[src/design/xmbt_pkg.sv]
package xmbt_pkg;

   localparam int KEY_BITS = 16;
   localparam int VAL_W = 16;
   localparam int MEX_W = 17;
   // widest per-level pair store address, also the clear sweep counter width
   localparam int AW = (KEY_BITS > 1) ? KEY_BITS - 1 : 1;
   localparam int LVL_W = $clog2(KEY_BITS + 1);
   localparam logic [MEX_W-1:0] MEX_ALL_FULL = MEX_W'(1) << KEY_BITS;

   // address width of the pair store in level j (pairs indexed by parent node)
   function automatic int caw(input int j);
      return (j > 1) ? j - 1 : 1;
   endfunction

   typedef struct packed {
      logic                act;
      logic [KEY_BITS-1:0] path;
   } down_type;

   typedef struct packed {
      logic act;
      logic full;
   } up_type;

   typedef struct packed {
      logic                re;
      logic                we;
      logic [KEY_BITS-1:0] addr;
      logic [1:0]          wdata;
   } ram_req_type;

   typedef enum logic [2:0] {
      ST_CLEAR,
      ST_IDLE,
      ST_READ,
      ST_UP,
      ST_DOWN
   } state_type;

endpackage

[src/design/xmbt_cell.sv]
module xmbt_cell (
   input  logic                          clock,
   input  logic                          reset,
   input  logic [xmbt_pkg::LVL_W-1:0]    level,
   input  logic [xmbt_pkg::KEY_BITS-1:0] key,
   input  logic [xmbt_pkg::KEY_BITS-1:0] acc,
   input  logic                          ins_rd,
   input  xmbt_pkg::down_type            down_in,
   input  xmbt_pkg::up_type              up_in,
   input  logic [1:0]                    rdata,
   output xmbt_pkg::ram_req_type         ram_req,
   output xmbt_pkg::down_type            down_out,
   output xmbt_pkg::up_type              up_out
);

   logic                          pend_ff;
   logic [xmbt_pkg::KEY_BITS-1:0] path_ff;
   xmbt_pkg::down_type            down_ff;
   xmbt_pkg::down_type            down_in_w;
   xmbt_pkg::up_type              up_ff;
   xmbt_pkg::up_type              up_in_w;
   logic [1:0]                    pair;

   // request to the pair store and the new pair on the way up
   always_comb begin
      int p;
      p = xmbt_pkg::KEY_BITS - int'(level);
      ram_req = '0;
      pair = rdata;
      pair[key[p]] = up_in.full;
      if (ins_rd) begin
         ram_req.re = 1'b1;
         ram_req.addr = key >> (p + 1);
      end
      if (down_in.act) begin
         ram_req.re = 1'b1;
         ram_req.addr = down_in.path >> (p + 1);
      end
      if (up_in.act) begin
         ram_req.we = 1'b1;
         ram_req.addr = key >> (p + 1);
         ram_req.wdata = pair;
      end
   end

   // pick the child that keeps the result bit at zero if it is not full
   always_comb begin
      int p;
      logic b;
      p = xmbt_pkg::KEY_BITS - int'(level);
      b = acc[p];
      down_in_w.act = pend_ff;
      down_in_w.path = path_ff;
      down_in_w.path[p] = b ^ rdata[b];
      up_in_w.act = up_in.act;
      up_in_w.full = &pair;
   end

   always_ff @(posedge clock) begin
      path_ff <= down_in.path;
      down_ff.path <= down_in_w.path;
      up_ff.full <= up_in_w.full;
      if (reset) begin
         pend_ff <= 1'b0;
         down_ff.act <= 1'b0;
         up_ff.act <= 1'b0;
      end else begin
         pend_ff <= down_in.act;
         down_ff.act <= down_in_w.act;
         up_ff.act <= up_in_w.act;
      end
   end

   assign down_out = down_ff;
   assign up_out = up_ff;

endmodule

[config.mk]
export PLATFORM = sky130hd
export DESIGN_NAME = xmbt_cell
export DESIGN_NICKNAME = d
export VERILOG_FILES = /design/src/design/xmbt_pkg.sv /design/src/design/xmbt_cell.sv
export SDC_FILE = /design/constraint.sdc
export NUM_CORES = 1
export LEC_CHECK = 0
export ABC_AREA = 1
export BUFFER_PORTS_ARGS = -buffer_cell sky130_fd_sc_hd__buf_2
export CORE_UTILIZATION = 35
export DETAILED_ROUTE_END_ITERATION = 10
export SETUP_SLACK_MARGIN = 0.3
export SYNTH_ARGS = -nofsm -noshare
export SYNTH_HDL_FRONTEND = slang
export SYNTH_SLANG_ARGS = --single-unit
[constraint.sdc]
create_clock -name clock -period 3.5 [get_ports clock]
set_input_delay 0.175 -clock clock [delete_from_list [all_inputs] [get_ports clock]]
set_output_delay 0.175 -clock clock [all_outputs]
set_load 0.01 [all_outputs]
==> results by group <==
Status
  – Status: completed

Run
  – MaxCap Viol Count: 0

Die
  – Num ports: 100
  – Std-Cell Rows: 34
  – Die H: 97.0 um
  – Chip width: 97.0 um
  – CORE AREA: 8720 um2
  – Die ar.: 9410 um2
  – Initial Util: 36.2%

Cells and area
  – Multi-input gate area: 2100 um2
  – Layout cell share with drive strength beyond 1: 23.2%
  – Register Area: 721 um2
  – Fillers: 949
  – Area growth from synthesis to layout: 19.2%
  – Most frequent cells in the layout: nand2_1 (128), buf_2 (99), nand3_1 (88)
  – Fin nets: 689
  – Design area: 3760 um2
  – Antenna diodes: 0
  – Commonest non-fill, non-tap cell in the layout: nand2_1

Power and ir drop
  – Pwr Density: 320 nW/um2
  – Max VDD drop: 0.167 mV
  – Leakage power: 0.00195 uW

Global route
  – Initial antenna violation count: 0
  – Vias in the first global route: 3602
  – Largest net degree at the start of global routing: 48
  – GRT Max-Usage Layer: met2
  – First-pass GRT wire length: 17.1 mm
  – Met1 GRT Util: 28.2%
  – Gr usage total: 22.1%
  – Met3 usage: 1.73%
  – GRT met2 Usage: 39.2%
  – Total gr overflow: 0

Worst setup path
  – CP Class: primary input to output pin
  – Worst Path Required: 3.32 ns
  – WP data arrival: 2.79 ns
  – CP Launch Type: primary input
  – CP startpoint: level[0]
  – Reg-to-reg startpoint: path_ff[15]
  – R2R Setup Slk: 2.89 ns
  – Crit. End Element: output pin
  – R2R depth: 2
  – Crit Path Max Fanout: 46

Synth
  – Top cells by area, synth: dfxtp_1 (23%), nand2_1 (15%), nand3_1 (14%), nor2_1 (8.6%), o21ai_0 (7.0%)
  – Synth top area share: 22.8%
  – Synth async-reset ratio: 0%
  – Syn Nets: 604
  – Avg Inst Size Synth: 5.86 um2
  – Synth Flop Type: dfxtp_1
  – Yosys Warn Count: 0
  – Netlist Area Pre-Place: 3160 um2
  – EDFF count, synth: 0
  – Leading area contributor after synthesis: dfxtp_1
  – Post-Syn Instances: 539
  – Sequential fraction of the synthesis area: 22.8%
  – Yosys reg bits: 36
  – Synth unique cells: 37

STA
  – Period utilization: 84.8%
  – RSZ-0062 raised after global routing: no
  – Hold slack: 0.0306 ns
  – Fin crit period: 2.97 ns
  – Max-slew headroom: 49.6%
  – Max frequency: 337 MHz
  – Final Hold Fails: 0
  – Setup_tns: 0 ns
  – Final Max Tran Viols: 0
  – Final Setup Violations: 0
  – Skew final: 0.00709 ns
  – Worst-Margin Slew: 0.756 ns

Detailed routing
  – Routed WL per cell: 14.4 um
  – Vias per std cell: 5.30
  – Drt pass-1 iters: 5
  – Residual DRC: 0
  – DR vias: 3876
  – Post-Route WL: 10.5 mm
  – Initial DRC count: 217
  – Antenna Violating Nets Remaining: 0

Clocking
  – Clock tree buffer depth: 2
  – CTS clk-pin slew, worst paths: 0.06 ns
  – Setup bufs post-CTS: 0
  – CTS tree: yes
  – Root buf cell: clkbuf_8
  – Worst skew pair latency: 0.29 ns
  – Sink Count: 36
  – TritonCTS buffer count: 5
  – H-Tree Depth: 2

Placed design
  – Area after DPL: 3670 um2
  – I/O Buffers: 99
  – Placer Congestion: 0.954
  – Dpl hpwl: 8.12 mm

Min path
  – Worst Hold Class: primary input to flip-flop
  – Hold Crit Depth: 1
  – Hold_sp: down_in[6]
flip-flops by register name, indices dropped and copies added, names as in the netlist:
register / count
path_ff: 16
pend_ff: 1
down_out: 17
up_out: 2
metal layers:
metal,part of all wire (%),vias to the layer above,wire [um]
met1,46,1773,4820
met2,48,137,5100
met5,0,-,0
met4,1.7,0,175
met3,4.1,16,433
li1,-,1950,-
logic make-up (layout without fill, tap and decap cells):
| kind of cell | after synthesis | in the layout | share of synthesized area (%) |
|---|---|---|---|
| flops | 36 | 36 | 22.8 |
| fa+ha+maj | 4 | 4 | 1.58 |
| xor+xnor | 2 | 2 | 0.793 |
| buf+inv | 75 | 160 | 11.1 |
| mux | 2 | 2 | 0.634 |
| compound gates | 93 | 93 | 16.2 |
| simple gates | 327 | 327 | 46.9 |
final cells by class:
type,instances,area share [%]
Inverter,47,4.82
Timing Repair Buffer,106,14.7
Clock buffer,6,1.93
Multi-Input combinational cell,428,55.7
Sequential cell,36,19.1
Clock inverter,1,0.133
Tap cell,108,3.59
where the power goes:
group / leakage [uW] / switching [uW] / internal [uW] / total, uW
clock network: 0.0000410 / 141 / 135 / 276
logic: 0.00160 / 326 / 163 / 488
registers: 0.000303 / 5.45 / 434 / 440
total: 0.00195 / 472 / 733 / 1200
timing repair:
item	in CTS	in global routing
resized for setup	0	3
endpoints found under the setup margin	0	2
hold buffers	0	1
endpoints found under the hold margin	0	1
metrics by stage:
step / worst slack, ns / power, uW / std cells / utilization (%)
final: 0.531 / 1200 / 732 / 43.2
after global routing: 0.327 / 1280 / 732 / 43.2
after CTS: 0.561 / 1200 / 731 / 43.0
after detailed placement: 0.600 / 930 / 724 / 42.1
after global placement: 0.593 / 928 / 724 / 42.1
after floorplan: 0.760 / 780 / 539 / -
path summary, 6_finish.rpt:
kind             endpoint
max reg2reg  down_out[15]
min            path_ff[6]
min reg2reg  down_out[16]
max            ram_req[2]
worst max-delay path, stage by stage:
cell     delay (ns)
buf_2          0.13
inv_6          0.25
ha_1           0.39
nand3_1        0.20
xnor2_2        0.21
nand2_2        0.12
o21ai_4        0.13
buf_4          0.34
nand3_1        0.12
nand2_1        0.12
a21oi_1        0.09
nor2_1         0.10
nand2_1        0.09
a21oi_1        0.16
buf_2          0.16
cell usage after synthesis, types with 3 or more instances:
master    number
o21ai_0       44
nand2_1      130
o21ai_1        4
a21oi_2        4
clkbuf_1      11
buf_2          8
ha_1           4
buf_6          4
a22oi_1        3
nand2_2        7
a21oi_1       31
nor2_1        72
inv_2          5
nand4_1       15
o22ai_1        4
nand3_2        7
nand3_1       88
inv_1         40
buf_4          3
dfxtp_1       36
Power figures use the tool's default switching activity.
