[src/design/xmbt_ram.sv]
module xmbt_ram #(
   parameter int WIDTH = 2,
   parameter int DEPTH = 2
) (
   input  logic                     clock,
   input  logic                     re,
   input  logic                     we,
   input  logic [$clog2(DEPTH)-1:0] addr,
   input  logic [WIDTH-1:0]         wdata,
   output logic [WIDTH-1:0]         rdata
);

   logic [WIDTH-1:0] mem [DEPTH];
   logic [WIDTH-1:0] rdata_ff;

   always_ff @(posedge clock) begin
      if (we) begin
         mem[addr] <= wdata;
      end
      if (re) begin
         rdata_ff <= mem[addr];
      end
   end

   assign rdata = rdata_ff;

endmodule

[config.mk]
export PLATFORM = sky130hd
export DESIGN_NAME = xmbt_ram
export DESIGN_NICKNAME = d
export VERILOG_FILES = /design/src/design/xmbt_ram.sv
export SDC_FILE = /design/constraint.sdc
export NUM_CORES = 1
export LEC_CHECK = 0
export ABC_CLOCK_PERIOD_IN_PS = 900
export BUFFER_PORTS_ARGS = -buffer_cell sky130_fd_sc_hd__buf_2
export CAP_MARGIN = 10
export CORE_AREA = 2 2 39 41
export CTS_BUF_LIST = sky130_fd_sc_hd__clkbuf_8 sky130_fd_sc_hd__clkbuf_16
export CTS_CLUSTER_SIZE = 28
export DETAILED_ROUTE_END_ITERATION = 10
export DIE_AREA = 0 0 41 43
export PLACE_DENSITY_LB_ADDON = 0.08
export REMOVE_ABC_BUFFERS = 1
export SLEW_MARGIN = 20
export SYNTH_ARGS = -nofsm -noshare
export SYNTH_HDL_FRONTEND = slang
export SYNTH_SLANG_ARGS = --single-unit
[constraint.sdc]
create_clock -name clock -period 0.9 [get_ports clock]
set_input_delay 0 -clock clock [delete_from_list [all_inputs] [get_ports clock]]
set_output_delay 0 -clock clock [all_outputs]
set_load 0.05 [all_outputs]
==> run metrics, run 1 <==
fin worst setup slack 0.03342 ns; worst hold path class in2reg; asr flop ratio synth 0%; clock skew 0.0001123 ns; number of global-route vias before repair 150; critical path type reg2reg; Synth Area per Inst about 22 µm²; drt first pass iters 2; Flop pwr share 41.6%; met3 Usage GRT 3.665%; final cycle utilization of the critical path 96.29%; top-area cell type share of the netlist area between 80% and 90%; die footprint 0.001763 mm²; max-cap violation count 0; Clock Tree Buf Depth 2; XOR/XNOR Fraction of Synth Area 0%; RSZ-0062 raised after global routing false; # fillers 149; placed insts 33; Power per Cell Area 2355 mW/mm²; via count 132; Final Max Slew Viols 0; Iter 0 DRT Violations 2; worst slack, placed 0.03723 ns; Seq/Total Area, Yosys 82.29%; Req. time, crit path 0.87 ns; Worst-path clk slew ~0.04 ns; initial antenna violation count 0; Skew-Pair Late Insertion Delay 0.22 ns; final setup fails 0; Yosys Warn Count 0; CTS tree built; first-pass GRT wire length 558 µm; NetSw 0.0001551 W; Compound-Gate Fraction of Synth Area 0%; CTS buffer count 3; final cell count without fillers 38; Worst setup SP type flop; Simple-Gate Fraction of Synth Area approximately 7.4%; antenna fix cells 0; Initial Util 15.82%; outcome finished clean; final hold vios 0; final WL 349 µm; logic gate share of total power 9.0%; maximum clock rate 1.154 GHz; DR vias/cell 3.474; Area Growth Syn to Fin 56.57%; met2 Use GR 6.875%; clk sinks 6; min Tclk post-route 0.8666 ns; adder-cell share of the synthesized area 0%; number of synthesized flops with an enable pin 6; H-tree depth 1; die extent in y 43 µm; most numerous cell in the Yosys netlist edfxtp_1; Post-synth top cells 6 x edfxtp_1, 2 x mux2_2, 1 x and2_2, 1 x and2b_2; layout cells sized above 1 63.64%; largest net degree at the start of global routing 5; Worst EP arrival 0.83 ns; Yosys top cell by area edfxtp_1; largest family of logic cells by synthesized area multiplexers; Yosys reg bits 6; register area 180.2 µm²; Multi-input gate area between 40 and 50 µm²; row cnt 14; setup bufs post-CTS 0; delay-heaviest family, CP flip-flops; fin nets 30; Core Area 0.001384 mm²; met1 usage 5.316%; Cells after Synth 10; max_slew headroom 83.41%; Placer Congestion 0.5675; Netlist cell types 4; DRC errors left 0; Slowest cell on crit path edfxtp_1; mux cell area share after synthesis 10.29%; CP cell instances mux2_4; I/O pin cnt 8; top cells by area, synth edfxtp_1 82%, mux2_2 10%, and2b_2 4.0%, and2_2 3.4%; Worst Tran Pin Value 0.2506 ns; maximum fanout along the worst path 1; Lkg Pwr 0.1394 nW; Die W between 40 and 50 µm; worst path bufs/invs 0; clock share of power around half; Peak VDD IR 0.0006920 V; CP max stage delay between 0.3 and 0.4 ns; Synth Flop Type edfxtp_1; sw frac about 19%; Root Buffer clkbuf_8; setup TNS 0 ns; Critical Path Sink Type flop; count of input and output buffers 7; cell-internal power 0.0006523 W; ANT nets after route 0; synthesized area 219.0 µm²; GR Util All Layers 5.477%; DR WL/cell 9.184 µm; grt total ovfl 0; GRT Max-Usage Layer met2
[layout make-up]
class                   instances  share of cell area [%]
multi-input cells               4                   13.50
flip-flops and latches          6                   52.55
clock buffers                   3                   12.04
well taps                      16                   5.839
repair buffers                  9                   16.06
[registers in the layout (all words and copies together) (netlist names)]
| register | count |
|---|---|
| rdata | 2 |
| mem | 4 |
[through the flow]
step	hold slack [ns]	utilization [%]	power, W	area (µm²)
2_1_floorplan	0.09887	-	0.0003779	219.0
3_3_place_gp	0.1913	19.80	0.0004007	274.0
3_5_place_dp	0.1931	19.80	0.0004012	274.0
4_1_cts	0.002182	24.23	0.0008220	335.3
5_1_grt	0.01053	24.77	0.0008445	342.8
6_report	0.003330	24.77	0.0008074	342.8
[kinds of logic (layout without fill, tap and decap cells)]
logic type / Yosys count / after routing
buffers and inverters: 0 / 12
DFF: 6 / 6
and+or+nand+nor: 2 / 2
muxes: 2 / 2
[per-layer routing]
layer / vias up / wire [µm]
li1: 64 / -
met1: 60 / 141
met2: 8 / 153
met3: 0 / 54
met4: 0 / 0
met5: - / 0
[worst paths after layout]
path / startpoint / endpoint / slack (ns) / cells after the start
hold / removal: re / rdata[1]$_DFFE_PP_ / 0.003 / 1
hold reg to reg: mem[0][1]$_DFFE_PP_ / rdata[1]$_DFFE_PP_ / 0.54 / 1
setup reg to reg: mem[1][1]$_DFFE_PP_ / rdata[1]$_DFFE_PP_ / 0.03 / 1
setup / recovery: mem[1][1]$_DFFE_PP_ / rdata[1]$_DFFE_PP_ / 0.03 / 1
[power groups by stage]
stage | clock (W) | combinational [W] | sequential (W)
after floorplan | 0 | 0.0000145 | 0.000363
after global placement | 0 | 0.0000613 | 0.000339
after detailed placement | 0 | 0.0000613 | 0.000340
after CTS | 0.000418 | 0.0000682 | 0.000336
after global routing | 0.000430 | 0.0000773 | 0.000338
final | 0.000399 | 0.0000723 | 0.000336
[repair_timing]
item | CTS | global route
hold buffers | 2 | 0
endpoints found under the hold margin | 4 | 0
endpoints found under the setup margin | 0 | 2
resized for setup | 0 | 2
[layout by cell type, fill, tap and decap left out]
master and n:
and2b_2 1, and2_2 1, buf_2 7, dlygate4sd3_1 2
clkbuf_8 3, mux2_4 2, edfxtp_1 6
Note: power is estimated with default switching activity, not from simulation.
==> run 2, diff against run 1 <==
--- a/config.mk
+++ b/config.mk
@@ -5,7 +5,7 @@
 export SDC_FILE = /design/constraint.sdc
 export NUM_CORES = 1
 export LEC_CHECK = 0
-export ABC_CLOCK_PERIOD_IN_PS = 900
+export ABC_CLOCK_PERIOD_IN_PS = 800
 export BUFFER_PORTS_ARGS = -buffer_cell sky130_fd_sc_hd__buf_2
 export CAP_MARGIN = 10
 export CORE_AREA = 2 2 39 41
==> constraint.sdc (replaced) <==
create_clock -name clock -period 0.8 [get_ports clock]
set_input_delay 0 -clock clock [delete_from_list [all_inputs] [get_ports clock]]
set_output_delay 0 -clock clock [all_outputs]
set_load 0.05 [all_outputs]
==> run 2 against run 1 <==
Compared with the run above: critical path type unchanged; the run now ends with negative setup slack left; register-to-register slack got worse by 0.10 ns; wire length shrank 0.29%; highest routed layer unchanged; setup slack got worse by 0.10 ns.
==> run metrics, run 2 (synthesis gave the netlist of run 1 again) <==
DRC errors left 0 (unchanged); row cnt 14 (unchanged); Slowest cell on crit path edfxtp_1; Initial Util 15.82% (unchanged); worst hold path class in2reg; Placer Congestion 0.5675 (unchanged); Area Growth Syn to Fin 58.86%; largest net degree at the start of global routing 5 (unchanged); logic gate share of total power 9.4% (+0.4 points); placed inst area 274.0 µm² (unchanged); number of global-route vias before repair 147 (-2.0%); Core Area 0.001384 mm² (unchanged); outcome complete, but fails checks; fin nets 30 (unchanged); I/O pin cnt 8 (unchanged); ANT nets after route 0 (unchanged); critical path type reg2reg; Flop pwr share 41.5% (about the same); Root Buffer clkbuf_8; CTS buffer count 3 (unchanged); Power per Cell Area 2625 mW/mm² (+11%); Skew-Pair Late Insertion Delay 0.22 ns (about the same); layout cells sized above 1 63.64% (unchanged); die extent in y 43 µm (unchanged); setup TNS -0.1329 ns (-0.1329 ns); drt first pass iters 2 (unchanged); Critical Path Sink Type flop; Final Max Slew Viols 0 (unchanged); worst slack, placed -0.06277 ns (-0.1000 ns); die footprint 0.001763 mm² (unchanged); Worst-path clk slew 0.04 ns (about the same); most frequent cells in the layout 6 x edfxtp_1, 5 x buf_2, 3 x clkbuf_8; Peak VDD IR 0.0007785 V (+13%); max reg flops 4 (unchanged); final hold vios 0 (unchanged); Worst EP arrival 0.83 ns (about the same); initial antenna violation count 0 (unchanged); Worst Tran Pin Value 0.1474 ns (-0.1032 ns); via count 132 (unchanged); failing checks negative setup slack; CTS tree built; Power, Total 0.0009129 W (+13%); cell-internal power 0.0007380 W (+13%); final WL 348 µm (-0.29%); max_slew headroom 90.26% (+6.8 points); DR WL/cell 9.158 µm (-0.29%); Iter 0 DRT Violations 2 (unchanged); antenna fix cells 0 (unchanged); fin worst setup slack -0.06658 ns (-0.1000 ns); Die W 41 µm (unchanged); worst path bufs/invs 0 (unchanged); slack of the worst reg-to-reg path -0.07 ns (-0.10 ns); Final Hold Slack 0.003330 ns (unchanged); count of input and output buffers 7 (unchanged); RSZ-0062 raised after global routing true; clk sinks 6 (unchanged); sw frac 19.16% (-0.056 points); Worst setup SP type flop; Req. time, crit path 0.77 ns (-0.10 ns); clock share of power 49.1% (-0.3 points); delay-heaviest family, CP flip-flops; first-pass GRT wire length 524 µm (-6.1%); clock skew 0.0001123 ns (unchanged); H-tree depth 1 (unchanged); final cycle utilization of the critical path 108.3% (+12 points); maximum fanout along the worst path 1 (unchanged); # fillers 148 (-0.67%); CP max stage delay 0.36 ns (about the same); Clock Tree Buf Depth 2 (unchanged); maximum clock rate 1.154 GHz (unchanged); largest reg by FF count mem; GR Util All Layers 5.172% (-0.30 points); Final Instance Area 347.8 µm² (+1.5%); max-cap violation count 0 (unchanged); leading cell type in the layout, fill and taps excluded edfxtp_1; DR vias/cell 3.474 (unchanged); NetSw 0.0001749 W (+13%); Lkg Pwr 0.1411 nW (+1.2%); min Tclk post-route 0.8666 ns (unchanged); grt total ovfl 0 (unchanged); CP cell instances mux2_4; final setup fails 2 (+2)
[run 2: routing by layer]
metal  global-route usage (%)  wire [µm]  up-vias  part of all wire [%]
met1                    4.319        141       60                    41
met5                        0          0        -                     0
met3                    3.665         53        0                    15
met2                    6.875        154        8                    44
met4                    6.000          0        0                     0
li1                         -          -       64                     -
[run 2: final cells by class]
class,count,area [µm²],share of cell area (%)
sequential,6,180.2,51.80
timing repair buffer,9,60.06,17.27
multi-input combinational,4,46.29,13.31
clock buffer,3,41.29,11.87
tap,16,20.02,5.755
[run 2: worst paths after layout]
| path | end | cells after the start | from |
|---|---|---|---|
| worst max-delay path | rdata[1]$_DFFE_PP_ | 1 | mem[1][1]$_DFFE_PP_ |
| worst min-delay path | rdata[1]$_DFFE_PP_ | 1 | re |
| worst max register to register | rdata[1]$_DFFE_PP_ | 1 | mem[1][1]$_DFFE_PP_ |
| worst min register to register | rdata[1]$_DFFE_PP_ | 1 | mem[0][1]$_DFFE_PP_ |
[run 2: through the flow]
| stage | std cells | util (%) |
|---|---|---|
| final | 38 | 25.14 |
| after global routing | 38 | 25.14 |
| after CTS | 38 | 24.77 |
| after detailed placement | 33 | 19.80 |
| after global placement | 33 | 19.80 |
| after floorplan | 10 | - |
[run 2: power groups by stage]
| stage | logic, W | registers [W] | clock network [W] |
|---|---|---|---|
| after floorplan | 0.0000163 | 0.000409 | 0 |
| after global placement | 0.0000690 | 0.000382 | 0 |
| after detailed placement | 0.0000690 | 0.000382 | 0 |
| after CTS | 0.0000827 | 0.000378 | 0.000470 |
| after global routing | 0.0000913 | 0.000380 | 0.000483 |
| final | 0.0000856 | 0.000379 | 0.000449 |
[run 2: timing repair]
action,in CTS,in global routing
endpoints found under the hold margin,4,0
gates resized for setup,2,4
setup endpoints to repair,2,4
buffers inserted,0,0
hold buffers,2,0
==> run 3, diff against run 2 <==
--- a/config.mk
+++ b/config.mk
@@ -6,13 +6,14 @@
 export NUM_CORES = 1
 export LEC_CHECK = 0
 export ABC_CLOCK_PERIOD_IN_PS = 800
-export BUFFER_PORTS_ARGS = -buffer_cell sky130_fd_sc_hd__buf_2
 export CAP_MARGIN = 10
 export CORE_AREA = 2 2 39 41
 export CTS_BUF_LIST = sky130_fd_sc_hd__clkbuf_8 sky130_fd_sc_hd__clkbuf_16
 export CTS_CLUSTER_SIZE = 28
 export DETAILED_ROUTE_END_ITERATION = 10
 export DIE_AREA = 0 0 41 43
+export DONT_BUFFER_PORTS = 1
+export MAX_ROUTING_LAYER = met4
 export PLACE_DENSITY_LB_ADDON = 0.08
 export REMOVE_ABC_BUFFERS = 1
 export SLEW_MARGIN = 20
==> run 3 against run 2 <==
Compared with the run above: the run still ends with negative setup slack left; clock power down 2%; non-clock buffer count decreased by 4; critical path type unchanged; wire length rose by 2.3%; fmax decreased by 1.0%; final cell count down 11%; sequential share of layout area rose by 3.0 points; sequential power about the same; register-to-register slack barely moved; combinational power is 16% lower; setup slack worse by 0.0089 ns.
==> run metrics, run 3 (synthesis gave the netlist of run 1 again) <==
via count 111 (-16%); final setup fails 2 (unchanged); Worst-path clk slew 0.03 ns (about the same); setup TNS -0.1378 ns (-0.004879 ns); row cnt 14 (unchanged); clk sinks 6 (unchanged); Initial Util 15.82% (unchanged); Placer Congestion 0.6265 (+10%); Clock Tree Buf Depth 2 (unchanged); leading cell type in the layout, fill and taps excluded edfxtp_1; maximum clock rate 1.142 GHz (-1.0%); GR Util All Layers 5.301% (+0.13 points); Power, Total 0.0008914 W (-2.4%); first-pass GRT wire length 524 µm (unchanged); count of input and output buffers 0 (-7); reg2reg start mem[0][1]$_DFFE_PP_; met3 Usage GRT 4.712% (+1.0 points); worst hold path class in2reg; Worst Hold Launch addr; NetSw 0.0001619 W (-7.4%); Lkg Pwr 0.1183 nW (-16%); critical path type reg2reg; number of global-route vias before repair 136 (-7.5%); Peak VDD IR 0.0008232 V (+5.7%); DR WL/cell 10.47 µm (+14%); Area Growth Syn to Fin 50.29%; # fillers 144 (-2.7%); Critical Path Sink Type flop; delay-heaviest family, CP flip-flops; die footprint 0.001763 mm² (unchanged); DR vias/cell 3.265 (-6.0%); Power per Cell Area 2709 mW/mm² (+3.2%); min Tclk post-route 0.8755 ns (+0.008878 ns); Core Area 0.001384 mm² (unchanged); final core occ 23.78% (-1.4 points); layout cells sized above 1 50.00% (-14 points); H-tree depth 1 (unchanged); Req. time, crit path 0.76 ns (about the same); CTS tree built; largest reg by FF count mem; hold endpoint rdata[0]$_DFFE_PP_; Die W 41 µm (unchanged); Flop pwr share 42.6% (+1.1 points); GRT Max-Usage Layer met2; CP max stage delay 0.36 ns (about the same); logic gate share of total power 8.1% (-1.3 points); largest net degree at the start of global routing 5 (unchanged); fin nets 26 (-13%); Final Max Slew Viols 0 (unchanged); final cycle utilization of the critical path 109.4% (+1.1 points); initial antenna violation count 0 (unchanged); hold depth 1 (unchanged); maximum fanout along the worst path 1 (unchanged); outcome complete, but fails checks; failing checks negative setup slack; Slowest cell on crit path edfxtp_1; clock share of power 49.3% (+0.2 points); most frequent cells in the layout 6 x edfxtp_1, 3 x clkbuf_8, 3 x dlygate4sd3_1, 2 x mux2_2; worst path bufs/invs 0 (unchanged); slack of the worst reg-to-reg path -0.08 ns (about the same); fin worst setup slack -0.07546 ns (-0.008877 ns); final hold vios 0 (unchanged); CTS buffer count 3 (unchanged); DRC errors left 0 (unchanged); sw frac 18.16% (-0.99 points); Reg2Reg Depth 1 (unchanged); Root Buffer clkbuf_8; final WL 356 µm (+2.3%); grt total ovfl 0 (unchanged); Iter 0 DRT Violations 4 (+2); cell-internal power 0.0007295 W (-1.2%); ANT nets after route 0 (unchanged); max-cap violation count 0 (unchanged); met1 usage 3.987% (-0.33 points); drt first pass iters 2 (unchanged); die extent in y 43 µm (unchanged); DP HPWL around 270 µm; CP cell instances mux2_2; Skew-Pair Late Insertion Delay 0.22 ns (about the same); max_slew headroom 90.29% (about the same); RSZ-0062 raised after global routing true; max reg flops 4 (unchanged); Worst Tran Pin Value 0.1468 ns (-0.0005621 ns); clock skew 0.0007818 ns (+0.0006695 ns); Final Hold Slack 0.01155 ns (+0.008222 ns); Worst setup SP type flop; Worst EP arrival 0.84 ns (about the same); r2r endpoint rdata[1]$_DFFE_PP_; I/O pin cnt 8 (unchanged); setup bufs post-CTS 0 (unchanged); met2 Use GR 6.563% (-0.31 points); antenna fix cells 0 (unchanged)
-- run 3: cell types whose count changed in the layout (fill, tap and decap cells not counted) --
| cell | previous run | this run |
|---|---|---|
| buf_2 | 5 | 0 |
| buf_4 | 2 | 1 |
| buf_6 | 0 | 1 |
| dlygate4sd3_1 | 2 | 3 |
| mux2_2 | 0 | 2 |
| mux2_4 | 2 | 0 |
-- run 3: worst max-delay path by stage --
stage	from	endpoint	cells past startpoint
finish	mem[0][1]$_DFFE_PP_	rdata[1]$_DFFE_PP_	1
CTS	mem[0][1]$_DFFE_PP_	rdata[1]$_DFFE_PP_	1
global route	mem[0][1]$_DFFE_PP_	rdata[1]$_DFFE_PP_	1
global placement	mem[1][0]$_DFFE_PP_	rdata[0]$_DFFE_PP_	1
detailed placement	mem[0][1]$_DFFE_PP_	rdata[1]$_DFFE_PP_	1
floorplan	mem[1][0]$_DFFE_PP_	rdata[0]$_DFFE_PP_	1
-- run 3: power groups by stage --
stage | Sequential (W) | Combinational, W | Clock (W)
after global routing | 0.000381 | 0.0000751 | 0.000479
after detailed placement | 0.000384 | 0.0000559 | 0
after CTS | 0.000379 | 0.0000705 | 0.000456
after global placement | 0.000382 | 0.0000556 | 0
after floorplan | 0.000409 | 0.0000163 | 0
final | 0.000379 | 0.0000721 | 0.000440
-- run 3: area by class of cell --
cell class / count / area (µm²) / area share [%]
repair buffers: 5 / 48.80 / 14.83
well taps: 16 / 20.02 / 6.084
multi-input cells: 4 / 38.79 / 11.79
flip-flops and latches: 6 / 180.2 / 54.75
clock buffers: 3 / 41.29 / 12.55
-- run 3: layer usage --
metal | share of wire [%] | wire (µm)
met1 | 33 | 117
met4 | 0 | 0
met3 | 19 | 66
met5 | 0 | 0
met2 | 49 | 173
-- run 3: timing repair --
action	4_1_cts	5_1_grt
endpoints found under the hold margin	6	0
cloned	0	0
hold buffers	3	0
setup endpoints to repair	2	3
resized for setup	0	1
-- run 3: per-stage QoR --
| stage | cells | setup WS, ns | instance area, µm² |
|---|---|---|---|
| floorplan | 10 | -0.03682 | 219.0 |
| global placement | 28 | -0.04524 | 254.0 |
| detailed placement | 28 | -0.07314 | 254.0 |
| CTS | 34 | -0.08079 | 325.3 |
| global route | 34 | -0.08928 | 329.1 |
| finish | 34 | -0.07546 | 329.1 |
